<file path="src/sos_pkg.sv">
// Shared types and constants of the spiral order scanner.
package sos_pkg;

	// Element width and configuration register width
	localparam int VAL_W      = 32;
	localparam int CFG_DATA_W = 4;
	localparam int CFG_IDX_W  = 2;

	// Clamped sizes stay below 16, so these widths cover every parameter value
	localparam int DIM_W   = 5;
	localparam int COORD_W = 4;
	localparam int REM_W   = 8;
	localparam int LIN_W   = COORD_W + DIM_W;

	// Register indexes and reset values
	localparam logic [CFG_IDX_W-1:0]  CFG_ROW_COUNT    = 2'd0;
	localparam logic [CFG_IDX_W-1:0]  CFG_COLUMN_COUNT = 2'd1;
	localparam logic [CFG_DATA_W-1:0] CFG_DIM_RESET    = 4'd8;

	typedef enum logic [1:0] {
		DIR_RIGHT,
		DIR_DOWN,
		DIR_LEFT,
		DIR_UP
	} dir_t;

	typedef enum logic {
		WK_IDLE,
		WK_RUN
	} walk_state_t;

	// One loaded matrix waiting for emission
	typedef struct packed {
		logic             bank;
		logic [DIM_W-1:0] rows;
		logic [DIM_W-1:0] cols;
	} job_t;

	// Back end hands a store bank back to the front end
	typedef struct packed {
		logic valid;
		logic bank;
	} release_t;

	// Zero reads as one, values above the limit saturate
	function automatic logic [DIM_W-1:0] clamp_dim(input logic [CFG_DATA_W-1:0] v,
			input int limit);
		logic [DIM_W-1:0] r;
		if (v == '0) begin
			r = DIM_W'(1);
		end else if (32'(v) > 32'(limit)) begin
			r = DIM_W'(limit);
		end else begin
			r = DIM_W'(v);
		end
		return r;
	endfunction

endpackage

</file>
<file path="src/sos_ifs.sv">
// Channel interfaces of the spiral order scanner.
interface sos_item_if;
	logic                               valid;
	logic                               ready;
	logic signed [sos_pkg::VAL_W-1:0]   element_value;

	modport source(output valid, output element_value, input ready);
	modport sink(input valid, input element_value, output ready);
endinterface

interface sos_result_if;
	logic                               valid;
	logic                               ready;
	logic signed [sos_pkg::VAL_W-1:0]   out_value;
	logic                               out_last;

	modport source(output valid, output out_value, output out_last, input ready);
	modport sink(input valid, input out_value, input out_last, output ready);
endinterface

interface sos_cfg_if;
	logic                                valid;
	logic                                ready;
	logic [sos_pkg::CFG_IDX_W-1:0]       index;
	logic [sos_pkg::CFG_DATA_W-1:0]      data;

	modport source(output valid, output index, output data, input ready);
	modport sink(input valid, input index, input data, output ready);
endinterface

</file>
<file path="src/sos_front.sv">
// Front end: size registers, element loading into a free store bank, job hand-off.
module sos_front #(
	parameter int MAX_ROWS = 8,
	parameter int MAX_COLS = 8,
	localparam int DEPTH = MAX_ROWS * MAX_COLS,
	localparam int AW    = (DEPTH > 1) ? $clog2(DEPTH) : 1,
	localparam int CNT_W = $clog2(DEPTH + 1)
) (
	input  logic                         clk,
	input  logic                         arst_n,
	sos_item_if.sink                     item_in,
	sos_cfg_if.sink                      cfg,
	input  sos_pkg::release_t            rel,
	input  logic                         q_full,
	output logic                         push,
	output sos_pkg::job_t                push_job,
	output logic                         wr_en,
	output logic [AW:0]                  wr_addr,
	output logic [sos_pkg::VAL_W-1:0]    wr_data
);

	logic [sos_pkg::CFG_DATA_W-1:0] row_q;
	logic [sos_pkg::CFG_DATA_W-1:0] col_q;
	logic [CNT_W-1:0]               count_q;
	logic                           wr_bank_q;
	logic [1:0]                     busy_q;

	logic [sos_pkg::DIM_W-1:0]      rows;
	logic [sos_pkg::DIM_W-1:0]      cols;
	logic [2*sos_pkg::DIM_W-1:0]    total;
	logic                           accept;
	logic                           done;

	// Effective matrix size
	assign rows  = sos_pkg::clamp_dim(row_q, MAX_ROWS);
	assign cols  = sos_pkg::clamp_dim(col_q, MAX_COLS);
	assign total = (2*sos_pkg::DIM_W)'(rows) * (2*sos_pkg::DIM_W)'(cols);

	// Load only into a bank the back end has released
	assign item_in.ready = !busy_q[wr_bank_q] && !q_full;
	assign accept        = item_in.valid && item_in.ready;
	assign done          = (32'(count_q) + 32'd1) >= 32'(total);

	assign wr_en   = accept;
	assign wr_addr = {wr_bank_q, count_q[AW-1:0]};
	assign wr_data = item_in.element_value;

	assign push          = accept && done;
	assign push_job.bank = wr_bank_q;
	assign push_job.rows = rows;
	assign push_job.cols = cols;

	assign cfg.ready = 1'b1;

	// Size registers
	always_ff @(posedge clk or negedge arst_n) begin
		if (!arst_n) begin
			row_q <= sos_pkg::CFG_DIM_RESET;
			col_q <= sos_pkg::CFG_DIM_RESET;
		end else if (cfg.valid) begin
			priority if (cfg.index == sos_pkg::CFG_ROW_COUNT) begin
				row_q <= cfg.data;
			end else if (cfg.index == sos_pkg::CFG_COLUMN_COUNT) begin
				col_q <= cfg.data;
			end
		end
	end

	// Load count, bank select and bank ownership
	always_ff @(posedge clk or negedge arst_n) begin
		if (!arst_n) begin
			count_q   <= '0;
			wr_bank_q <= 1'b0;
			busy_q    <= '0;
		end else begin
			if (rel.valid) begin
				busy_q[rel.bank] <= 1'b0;
			end
			if (accept) begin
				if (done) begin
					count_q           <= '0;
					wr_bank_q         <= !wr_bank_q;
					busy_q[wr_bank_q] <= 1'b1;
				end else begin
					count_q <= CNT_W'(count_q + 1'b1);
				end
			end
		end
	end

endmodule

</file>
<file path="src/sos_job_fifo.sv">
// Two-entry queue of loaded matrices between front and back end.
module sos_job_fifo (
	input  logic           clk,
	input  logic           arst_n,
	input  logic           push,
	input  sos_pkg::job_t  push_job,
	input  logic           pop,
	output logic           full,
	output logic           not_empty,
	output sos_pkg::job_t  head
);

	sos_pkg::job_t entry_q [2];
	logic          wr_ptr_q;
	logic          rd_ptr_q;
	logic [1:0]    fill_q;

	assign full      = (fill_q == 2'd2);
	assign not_empty = (fill_q != 2'd0);
	assign head      = entry_q[rd_ptr_q];

	// Pointers and fill level
	always_ff @(posedge clk or negedge arst_n) begin
		if (!arst_n) begin
			wr_ptr_q <= 1'b0;
			rd_ptr_q <= 1'b0;
			fill_q   <= '0;
		end else begin
			if (push) begin
				wr_ptr_q <= !wr_ptr_q;
			end
			if (pop) begin
				rd_ptr_q <= !rd_ptr_q;
			end
			unique case ({push, pop})
				2'b10:   fill_q <= 2'(fill_q + 1'b1);
				2'b01:   fill_q <= 2'(fill_q - 1'b1);
				default: fill_q <= fill_q;
			endcase
		end
	end

	// Entry storage
	always_ff @(posedge clk) begin
		if (push) begin
			entry_q[wr_ptr_q] <= push_job;
		end
	end

endmodule

</file>
<file path="src/sos_back.sv">
// Back end: element store, spiral walker, address stage and output register.
module sos_back #(
	parameter int MAX_ROWS = 8,
	parameter int MAX_COLS = 8,
	localparam int DEPTH = MAX_ROWS * MAX_COLS,
	localparam int AW    = (DEPTH > 1) ? $clog2(DEPTH) : 1
) (
	input  logic                         clk,
	input  logic                         arst_n,
	input  logic                         wr_en,
	input  logic [AW:0]                  wr_addr,
	input  logic [sos_pkg::VAL_W-1:0]    wr_data,
	input  logic                         job_valid,
	input  sos_pkg::job_t                job,
	output logic                         pop,
	output sos_pkg::release_t            rel,
	sos_result_if.source                 result_out
);

	logic [sos_pkg::VAL_W-1:0] mem [2**(AW+1)];

	sos_pkg::walk_state_t        state_q;
	sos_pkg::walk_state_t        state_nxt;
	sos_pkg::dir_t               dir_q;
	logic [sos_pkg::COORD_W-1:0] r_q;
	logic [sos_pkg::COORD_W-1:0] c_q;
	logic [sos_pkg::COORD_W-1:0] top_q;
	logic [sos_pkg::COORD_W-1:0] bot_q;
	logic [sos_pkg::COORD_W-1:0] lft_q;
	logic [sos_pkg::COORD_W-1:0] rgt_q;
	logic [sos_pkg::REM_W-1:0]   rem_q;
	logic [sos_pkg::DIM_W-1:0]   cols_q;
	logic                        bank_q;

	logic                        valid_s1;
	logic [AW-1:0]               addr_s1;
	logic                        bank_s1;
	logic                        last_s1;
	logic                        valid_s2;
	logic                        last_s2;
	logic [sos_pkg::VAL_W-1:0]   data_s2;

	logic                        adv;
	logic                        emit;
	logic [sos_pkg::LIN_W-1:0]   lin;

	// Whole back pipeline moves when the output register is free
	assign adv = !valid_s2 || result_out.ready;
	assign lin = sos_pkg::LIN_W'(r_q) * sos_pkg::LIN_W'(cols_q) + sos_pkg::LIN_W'(c_q);

	// Walker next state
	always_comb begin
		state_nxt = state_q;
		unique case (state_q)
			sos_pkg::WK_IDLE: if (job_valid) state_nxt = sos_pkg::WK_RUN;
			sos_pkg::WK_RUN:  if (adv && rem_q == sos_pkg::REM_W'(1)) state_nxt = sos_pkg::WK_IDLE;
			default:          state_nxt = sos_pkg::WK_IDLE;
		endcase
	end

	// Walker outputs
	always_comb begin
		pop  = 1'b0;
		emit = 1'b0;
		unique case (state_q)
			sos_pkg::WK_IDLE: pop  = job_valid;
			sos_pkg::WK_RUN:  emit = adv;
			default: begin
				pop  = 1'b0;
				emit = 1'b0;
			end
		endcase
	end

	always_ff @(posedge clk or negedge arst_n) begin
		if (!arst_n) begin
			state_q <= sos_pkg::WK_IDLE;
		end else begin
			state_q <= state_nxt;
		end
	end

	// Spiral position and ring bounds
	always_ff @(posedge clk) begin
		if (pop) begin
			dir_q  <= sos_pkg::DIR_RIGHT;
			r_q    <= '0;
			c_q    <= '0;
			top_q  <= '0;
			lft_q  <= '0;
			bot_q  <= sos_pkg::COORD_W'(job.rows - 1'b1);
			rgt_q  <= sos_pkg::COORD_W'(job.cols - 1'b1);
			rem_q  <= sos_pkg::REM_W'(job.rows) * sos_pkg::REM_W'(job.cols);
			cols_q <= job.cols;
			bank_q <= job.bank;
		end else if (emit) begin
			rem_q <= sos_pkg::REM_W'(rem_q - 1'b1);
			unique case (dir_q)
				sos_pkg::DIR_RIGHT: begin
					if (c_q != rgt_q) begin
						c_q <= sos_pkg::COORD_W'(c_q + 1'b1);
					end else begin
						top_q <= sos_pkg::COORD_W'(top_q + 1'b1);
						r_q   <= sos_pkg::COORD_W'(r_q + 1'b1);
						dir_q <= sos_pkg::DIR_DOWN;
					end
				end
				sos_pkg::DIR_DOWN: begin
					if (r_q != bot_q) begin
						r_q <= sos_pkg::COORD_W'(r_q + 1'b1);
					end else begin
						rgt_q <= sos_pkg::COORD_W'(rgt_q - 1'b1);
						c_q   <= sos_pkg::COORD_W'(c_q - 1'b1);
						dir_q <= sos_pkg::DIR_LEFT;
					end
				end
				sos_pkg::DIR_LEFT: begin
					if (c_q != lft_q) begin
						c_q <= sos_pkg::COORD_W'(c_q - 1'b1);
					end else begin
						bot_q <= sos_pkg::COORD_W'(bot_q - 1'b1);
						r_q   <= sos_pkg::COORD_W'(r_q - 1'b1);
						dir_q <= sos_pkg::DIR_UP;
					end
				end
				sos_pkg::DIR_UP: begin
					if (r_q != top_q) begin
						r_q <= sos_pkg::COORD_W'(r_q - 1'b1);
					end else begin
						lft_q <= sos_pkg::COORD_W'(lft_q + 1'b1);
						c_q   <= sos_pkg::COORD_W'(c_q + 1'b1);
						dir_q <= sos_pkg::DIR_RIGHT;
					end
				end
				default: dir_q <= sos_pkg::DIR_RIGHT;
			endcase
		end
	end

	// Stage valids
	always_ff @(posedge clk or negedge arst_n) begin
		if (!arst_n) begin
			valid_s1 <= 1'b0;
			valid_s2 <= 1'b0;
		end else if (adv) begin
			valid_s1 <= emit;
			valid_s2 <= valid_s1;
		end
	end

	// Address stage, store write and registered store read
	always_ff @(posedge clk) begin
		if (wr_en) begin
			mem[wr_addr] <= wr_data;
		end
		if (adv) begin
			addr_s1 <= AW'(lin);
			bank_s1 <= bank_q;
			last_s1 <= (rem_q == sos_pkg::REM_W'(1));
			data_s2 <= mem[{bank_s1, addr_s1}];
			last_s2 <= last_s1;
		end
	end

	// Bank is free once its last element has been read
	assign rel.valid = adv && valid_s1 && last_s1;
	assign rel.bank  = bank_s1;

	assign result_out.valid     = valid_s2;
	assign result_out.out_value = data_s2;
	assign result_out.out_last  = last_s2;

endmodule

</file>
<file path="src/spiral_order_scanner_core.sv">
// Top level of the spiral order scanner.
// Matrix elements arrive one item per cycle in row-major order and are written
// into one of two store banks; the size comes from row_count and column_count
// (zero reads as one, values above MAX_ROWS or MAX_COLS saturate). When the
// last element of a matrix is taken, the matrix is queued and the back end
// emits it in clockwise spiral order, one result per cycle while result_out.ready
// is high, the final one with out_last set. Loading of the next matrix runs in
// the other bank during emission, and the back end picks up each queued job
// while idle before emitting it. Input stalls only while both banks hold
// matrices not yet fully read. Size writes take effect on the next element.
module spiral_order_scanner_core #(
	parameter int MAX_ROWS = 8,
	parameter int MAX_COLS = 8
) (
	input  logic          clk,
	input  logic          arst_n,
	sos_item_if.sink      item_in,
	sos_result_if.source  result_out,
	sos_cfg_if.sink       cfg
);

	localparam int DEPTH = MAX_ROWS * MAX_COLS;
	localparam int AW    = (DEPTH > 1) ? $clog2(DEPTH) : 1;

	sos_pkg::job_t             push_job;
	sos_pkg::job_t             head;
	sos_pkg::release_t         rel;
	logic                      push;
	logic                      pop;
	logic                      q_full;
	logic                      q_not_empty;
	logic                      wr_en;
	logic [AW:0]               wr_addr;
	logic [sos_pkg::VAL_W-1:0] wr_data;

	sos_front #(
		.MAX_ROWS (MAX_ROWS),
		.MAX_COLS (MAX_COLS)
	) u_front (
		.clk      (clk),
		.arst_n   (arst_n),
		.item_in  (item_in),
		.cfg      (cfg),
		.rel      (rel),
		.q_full   (q_full),
		.push     (push),
		.push_job (push_job),
		.wr_en    (wr_en),
		.wr_addr  (wr_addr),
		.wr_data  (wr_data)
	);

	sos_job_fifo u_fifo (
		.clk       (clk),
		.arst_n    (arst_n),
		.push      (push),
		.push_job  (push_job),
		.pop       (pop),
		.full      (q_full),
		.not_empty (q_not_empty),
		.head      (head)
	);

	sos_back #(
		.MAX_ROWS (MAX_ROWS),
		.MAX_COLS (MAX_COLS)
	) u_back (
		.clk        (clk),
		.arst_n     (arst_n),
		.wr_en      (wr_en),
		.wr_addr    (wr_addr),
		.wr_data    (wr_data),
		.job_valid  (q_not_empty),
		.job        (head),
		.pop        (pop),
		.rel        (rel),
		.result_out (result_out)
	);

endmodule
</file>
<file path="src/flat_wrapper.sv">
// flat-port wrapper written by rule: the top's interface ports become plain ports
module spiral_order_scanner_core_flat 
#(
	parameter int MAX_ROWS = 8,
	parameter int MAX_COLS = 8
)
  (clk, arst_n, item_in_valid, item_in_element_value, item_in_ready, result_out_valid, result_out_out_value, result_out_out_last, result_out_ready, cfg_valid, cfg_index, cfg_data, cfg_ready);
  sos_item_if item_in_i ();
  sos_result_if result_out_i ();
  sos_cfg_if cfg_i ();
  input  logic clk;
  input  logic arst_n;
  input wire logic [$bits(item_in_i.valid)-1:0] item_in_valid;
  input wire logic [$bits(item_in_i.element_value)-1:0] item_in_element_value;
  output wire logic [$bits(item_in_i.ready)-1:0] item_in_ready;
  output wire logic [$bits(result_out_i.valid)-1:0] result_out_valid;
  output wire logic [$bits(result_out_i.out_value)-1:0] result_out_out_value;
  output wire logic [$bits(result_out_i.out_last)-1:0] result_out_out_last;
  input wire logic [$bits(result_out_i.ready)-1:0] result_out_ready;
  input wire logic [$bits(cfg_i.valid)-1:0] cfg_valid;
  input wire logic [$bits(cfg_i.index)-1:0] cfg_index;
  input wire logic [$bits(cfg_i.data)-1:0] cfg_data;
  output wire logic [$bits(cfg_i.ready)-1:0] cfg_ready;
  assign item_in_i.valid = item_in_valid;
  assign item_in_i.element_value = item_in_element_value;
  assign item_in_ready = item_in_i.ready;
  assign result_out_valid = result_out_i.valid;
  assign result_out_out_value = result_out_i.out_value;
  assign result_out_out_last = result_out_i.out_last;
  assign result_out_i.ready = result_out_ready;
  assign cfg_i.valid = cfg_valid;
  assign cfg_i.index = cfg_index;
  assign cfg_i.data = cfg_data;
  assign cfg_ready = cfg_i.ready;
  spiral_order_scanner_core #(.MAX_ROWS(MAX_ROWS), .MAX_COLS(MAX_COLS)) u_core (.clk(clk), .arst_n(arst_n), .item_in(item_in_i), .result_out(result_out_i), .cfg(cfg_i));
endmodule
</file>
<file path="config.mk">
export PLATFORM = sky130hd
export DESIGN_NAME = spiral_order_scanner_core_flat
export DESIGN_NICKNAME = d
export VERILOG_FILES = /design/src/sos_pkg.sv /design/src/sos_ifs.sv /design/src/sos_front.sv /design/src/sos_job_fifo.sv /design/src/sos_back.sv /design/src/spiral_order_scanner_core.sv /design/src/flat_wrapper.sv
export SDC_FILE = /design/constraint.sdc
export NUM_CORES = 2
export LEC_CHECK = 0
export ABC_AREA = 1
export BUFFER_PORTS_ARGS = -buffer_cell sky130_fd_sc_hd__buf_4
export CELL_PAD_IN_SITES_DETAIL_PLACEMENT = 0
export CELL_PAD_IN_SITES_GLOBAL_PLACEMENT = 1
export CORE_UTILIZATION = 50
export DETAILED_ROUTE_END_ITERATION = 12
export PLACE_DENSITY_LB_ADDON = 0.1
export SETUP_SLACK_MARGIN = 0.1
export SLEW_MARGIN = 20
export SYNTH_ARGS = -nofsm -noshare
export SYNTH_HDL_FRONTEND = slang
export SYNTH_MEMORY_MAX_BITS = 65536
export SYNTH_SLANG_ARGS = --single-unit
</file>
<file path="constraint.sdc">
create_clock -name clk -period 4.92 [get_ports clk]
set_clock_uncertainty 0.05 [all_clocks]
set_input_delay 0.492 -clock clk [delete_from_list [all_inputs] [get_ports clk]]
set_output_delay 0.492 -clock clk [all_outputs]
set_load 0.05 [all_outputs]
</file>
Word level (Yosys, flattened, before mapping)
Memory sizes are Yosys's and may differ from the RTL's. A register that Yosys moved wholly into a read port is not among the register bits.
Index checks and enable logic that the tools add are counted.
Storage, ports and cells
  register bits after elaboration: 74
  memory bits (writable): 4116
  bits of input ports: 43
  output and inout port bits: 36
  word-level logic and storage cells: 165
  memories: 2
Memories
  u_core.u_back.mem: words 128, bits a word 32, rd ports 1, clocked after memory_dff 1, wr ports 1, line sos_back.sv:20  | logic [sos_pkg::VAL_W-1:0] mem [2**(AW+1)];
  u_core.u_fifo.entry_q: words 2, bits a word 10, rd ports 1, clocked after memory_dff 0, wr ports 1, line sos_job_fifo.sv:13  | sos_pkg::job_t entry_q [2];
Cells by class
  add/sub/neg operators: 16
  multipliers: 3
  magnitude comparators: 7
  equality and inequality tests: 22
  multiplexer cells: 49
  bitwise logic cells: 7
  reductions and logical operators: 34
Operators with widths (number)
  2-to-1 mux 4 bit: 19
  case mux 4 bit (4 select lines): 2
  subtractor 4 x 1 -> 4 bit, second input constant: 6
  adder 4 x 1 -> 4 bit, second input constant: 4
  2-to-1 mux 8 bit: 2
  inequality test 2 bit, second input constant: 8
  inequality test 4 bit: 4
  AND reduction 3 bit: 5
  AND reduction 5 bit: 3
  2-to-1 mux 2 bit: 7
  2-to-1 mux 1 bit: 12
  greater-or-equal comparator 8 x 10 -> 1 bit: 1
  multiplier 5 x 5 -> 10 bit: 1
  nonzero test 2 bit: 5
  adder 7 x 1 -> 8 bit, second input constant: 1
  == test 2 bit, second input constant: 4
  == test 8 x 1 -> 1 bit, second input constant: 1
  > comparator 4 bit, second input constant: 2
  logical AND 1 bit: 8
  zero test 4 bit: 2
  multiplier 5 x 5 -> 8 bit: 1
  case mux 2 bit (4 select lines): 1
  subtractor 8 x 1 -> 8 bit, second input constant: 1
  adder 7 x 1 -> 7 bit, second input constant: 1
  21 further kinds: 37

Longest topological paths before layout
  depth in word-level cells: 10
  depth in mapped cells: 27
  gate-level depth less buffers: 27

Cells and area by module
Synthesis repeated with hierarchy kept, for this count alone.
Unflattened totals
  cell total of the unflattened synthesis: 14193
  area, all modules: 172218.9 um2
Modules (own cells, without submodules)
  sos_back: instances 1, cells each 13849, area each 169164.7 um2, sequential area each 125325.2 um2
  sos_front: instances 1, cells each 263, area each 2015.7 um2, sequential area each 452.9 um2
  sos_job_fifo: instances 1, cells each 81, area each 1038.5 um2, sequential area each 760.7 um2

Least setup slack after synthesis
No wires, ideal clock.
  path type: register to register
  start: register u_core.u_front.row_q[3] (netlist bit)
  end: memory u_core.u_fifo.entry_q[1][0] (netlist bit) (enable)
  library setup time: 0.374 ns
  arrival: 4.092 ns
  data required time: 4.496 ns
  slack: 0.404 ns
  cell stages (with the launch flop): 25
  buffers on the path: 0
  period minus slack after synthesis: 4.516 ns
  path through: dfstp_2 -> inv_1 -> a21oi_1 -> nor2_1 -> inv_1 -> nor2_1 -> ha_1 -> fa_1 -> ha_1 -> ha_1 -> nand3_1 -> nand2_1 -> nand2_1 -> a21oi_1 -> nor2_1 -> xor2_1 -> ha_1 -> nand2_1 -> inv_1 -> nand4_1 -> nor2_1 -> nor2_1 -> nand3_2 -> nand2_1 -> nor2_1
RTL lines
  start, declared: line sos_front.sv:22  | logic [sos_pkg::CFG_DATA_W-1:0] row_q;
  start signal, assigned: line sos_front.sv:58  | row_q <= sos_pkg::CFG_DIM_RESET;
  start signal, assigned: line sos_front.sv:62  | row_q <= cfg.data;
  end, declared: line sos_job_fifo.sv:13

==> impl_results.md <==
* Slowest-stage cell, CP: fa_1
* Synth Area in Compound Gates at 0.00276
* Worst Tran Pin Value at approximately 1.2 ns
* Reg-to-reg endpoint: u_core.u_fifo.entry_q[1][5]
* Final setup violation count at 0
* P&R area growth vs syn at 12.4%
* Worst path required time at 5.53 ns
* Total power at 0.115 W
* Num Clock Sinks at between 4000 and 5000
* Die X at 588 um
* Antenna violations before repair at 26
* Crit path largest cell delay at 0.56 ns
* Synth Instances at 14100
* Leak at 67.8 nW
* All-Layer GR Usage at 0.310
* Root buffer cell: clkbuf_16
* DP Wirelength at 309000 um
* Most frequent cells in the layout: nand2_1 (4269), edfxtp_1 (4176), nand3_1 (4055), clkbuf_16 (448), buf_4 (419)
* Die Area at 346000 um2
* Clk_lat worst skew at 1.01 ns
* Syn_nets at 14200
* First drt pass iteration count at 7
* Crit path max fanout at 5
* Clock-pin slew on the worst setup and hold paths at approximately 0.06 ns
* PwrDens at 597 nW/um2
* Synth warnings at 0
* Proportion of synthesized area in mux cells at 0.000117
* Initial core utilization at 0.504
* Yosys cell types at 48
* Post-Route Setup TNS at 0 ns
* Ys flop type: edfxtp_1
* H-tree Lvls at 5
* Synth Cell Area at 172000 um2
* Vias in the first global route at roughly 110k
* Min Hold Slack at 0.0601 ns
* DIE HEIGHT at 588 um
* Largest family of logic cells by synthesized area: simple AND/OR/NAND/NOR gates
* Max Freq at between 0.2 and 0.25 GHz
* First-pass GRT wire length at ~770000 um
* Critical Path End Type: flip-flop
* Post-synthesis xor/xnor area fraction at 0.00260
* Maximum clock insertion buffer count at 4
* Largest net degree at the start of global routing at 190
* Syn Area/Cell at 12.2 um2
* Critical path arrival at 5.20 ns
* RR Startpoint: u_core.u_front.row_q[1]
* Layout cell share with drive strength beyond 1 at 0.0900
* Post-Synth Adder-Cell Area at 0.00690
* Hold path start: item_in_element_value[10]
* Async S/R FF share, synth at 0.00593
* Max VDD drop at between 0.5 and 0.6 mV
* Std cell rows at 214
* Fin. Hold Viols at 0
* Port bufs at 77
* Wire length after detailed routing at 544000 um
* Post-synth EDFFs at 4176
* Sequential cell area fraction in the yosys report at 0.736
* Max-Slew Margin vs Limit at 0.216
* Vias after detailed routing at 114000
* Crit path launch type: flip-flop
* Antenna-violating nets left at 0
* Total gr overflow at 0
* I/O Pins at 79
* DRC violations left at 0
* Commonest non-fill, non-tap cell in the layout: nand2_1
* Hold WC Path Type: in2reg
* Tcrit/Tclk final at 0.932
* Core Footprint at 341000 um2
* CTS buffer count at around 440
* RSZ-0062 raised after global routing: false
* Reg2Reg Setup Slack at between 0.3 and 0.4 ns
* Vias/cell at 5.97
* TritonCTS clock tree: built
* Placer Congestion at 0.926
* Hold depth at 1
* Wirelength per Cell at 28.6 um
* Minimum clock period after layout at 4.59 ns
* Cells on worst reg2reg path at 26
* MaxCap Viol Count at 0
* Status: complete, no violations
* WS Path Type: reg2reg
* Synth Area in Simple Gates at 0.218
* WHS Endpoint: u_core.u_back.mem[46][10]
* Seq cells post-synth at 4219
* DRT iter0 DRCs at 13500
* Nets at 14300
* Slew Viols, Final at 0
==> logic make-up after synthesis <==
family                     count (synthesis)
and+or+nand+nor                         8575
AOI/OAI and AO/OA                         86
other                                      1
muxes                                      2
adders and majority gates                 85
DFF                                     4219
buffers and inverters                   1037
xor gates and xnor gates                  51
==> cell type report <==
class | instances | area, um2
fill | 27800 | 148000
sequential | 4219 | 126000
multi-input combinational | 8800 | 40600
clock buffer | 561 | 11700
tap | 4536 | 5680
timing repair buffer | 558 | 5600
clock inverter | 252 | 2430
inverter | 112 | 470
antenna | 15 | 37.5
==> sequential cells by signal (all words and copies together), names as in the netlist, 6 cells and up <==
name	flops
u_core.u_back.mem	4096
u_core.u_front.count_q	7
u_core.u_back.rem_q	8
u_core.u_back.addr_s1	6
u_core.u_back.result_out.out_value	32
u_core.u_fifo.entry_q	18
==> report_power, final <==
part	internal, W	switching, W	total, W
sequential	0.0403	0.000577	0.0409
clock	0.0189	0.0139	0.0328
combinational	0.0106	0.0308	0.0414
==> metrics by stage <==
stage / std cells / area, um2 / utilization / worst slack, ns
6_report: 19100 / 193000 / 0.566 / 0.334
5_1_grt: 19000 / 193000 / 0.566 / 0.100
4_1_cts: 19000 / 193000 / 0.566 / 0.121
3_5_place_dp: 18200 / 178000 / 0.523 / 0.0757
3_3_place_gp: 18200 / 178000 / 0.523 / -0.324
2_1_floorplan: 14100 / 172000 / - / 0.404
==> synth_stat cells, types with 3 or more instances <==
| cell | n | area [um2] |
|---|---|---|
| inv_2 | 3 | 11.3 |
| nor2_1 | 213 | 800 |
| dfrtp_1 | 23 | 576 |
| dfxtp_1 | 18 | 360 |
| a21oi_1 | 25 | 125 |
| xor2_1 | 33 | 289 |
| buf_2 | 496 | 2480 |
| inv_1 | 107 | 402 |
| buf_1 | 73 | 274 |
| fa_1 | 16 | 320 |
| xnor2_1 | 18 | 158 |
| o22ai_1 | 9 | 56.3 |
| buf_4 | 165 | 1240 |
| nand4_1 | 7 | 43.8 |
| clkbuf_1 | 114 | 428 |
| nor3_1 | 6 | 30.0 |
| nand3_2 | 5 | 50.1 |
| or2_2 | 6 | 37.5 |
| ha_1 | 69 | 863 |
| nand3_1 | 4055 | 20300 |
| nand2_1 | 4272 | 16000 |
| buf_6 | 75 | 845 |
| o21a_1 | 4 | 30.0 |
| o21ai_0 | 39 | 195 |
| edfxtp_1 | 4176 | 125000 |
==> worst max-delay path by stage <==
stage,startpoint,to,slack [ns],cells past startpoint
3_5_place_dp,u_core.u_front.row_q[3],u_core.u_fifo.fill_q[1],0.08,27
4_1_cts,u_core.u_front.row_q[3],u_core.u_fifo.fill_q[1],0.12,27
5_1_grt,u_core.u_front.row_q[1],u_core.u_fifo.entry_q[1][5],0.10,26
2_1_floorplan,u_core.u_front.row_q[3],u_core.u_fifo.entry_q[1][0],0.40,24
6_report,u_core.u_front.row_q[1],u_core.u_fifo.entry_q[1][5],0.33,26
3_3_place_gp,u_core.u_front.row_q[3],u_core.u_fifo.fill_q[1],-0.32,27
==> timing repair <==
action                                  4_1_cts  5_1_grt
buffers inserted                              1        2
endpoints found under the setup margin        1       20
gates resized for setup                       2       23
pin swaps                                     1       10
hold buffers                                 29        1
hold endpoints to repair                    312       12
cloned                                        0        1
==> routing by layer <==
layer / track usage / vias to the layer above / share of wire
met5: 0 / - / 0.00012
met4: 0.141 / 12 / 0.049
met3: 0.0496 / 908 / 0.089
met2: 0.478 / 5281 / 0.45
met1: 0.437 / 57200 / 0.41
li1: - / 50400 / -
==> critical path: cells and delay by family, from the launching register on <==
family | cells | cell delay, ns
AO/OA/AOI/OAI | 2 | 0.24
XOR/XNOR | 1 | 0.14
adder cells (fa/ha/maj) | 5 | 1.60
buffers and inverters | 4 | 0.43
flip-flops | 1 | 0.40
AND/OR/NAND/NOR | 14 | 1.44
Power figures use the tool's default switching activity.
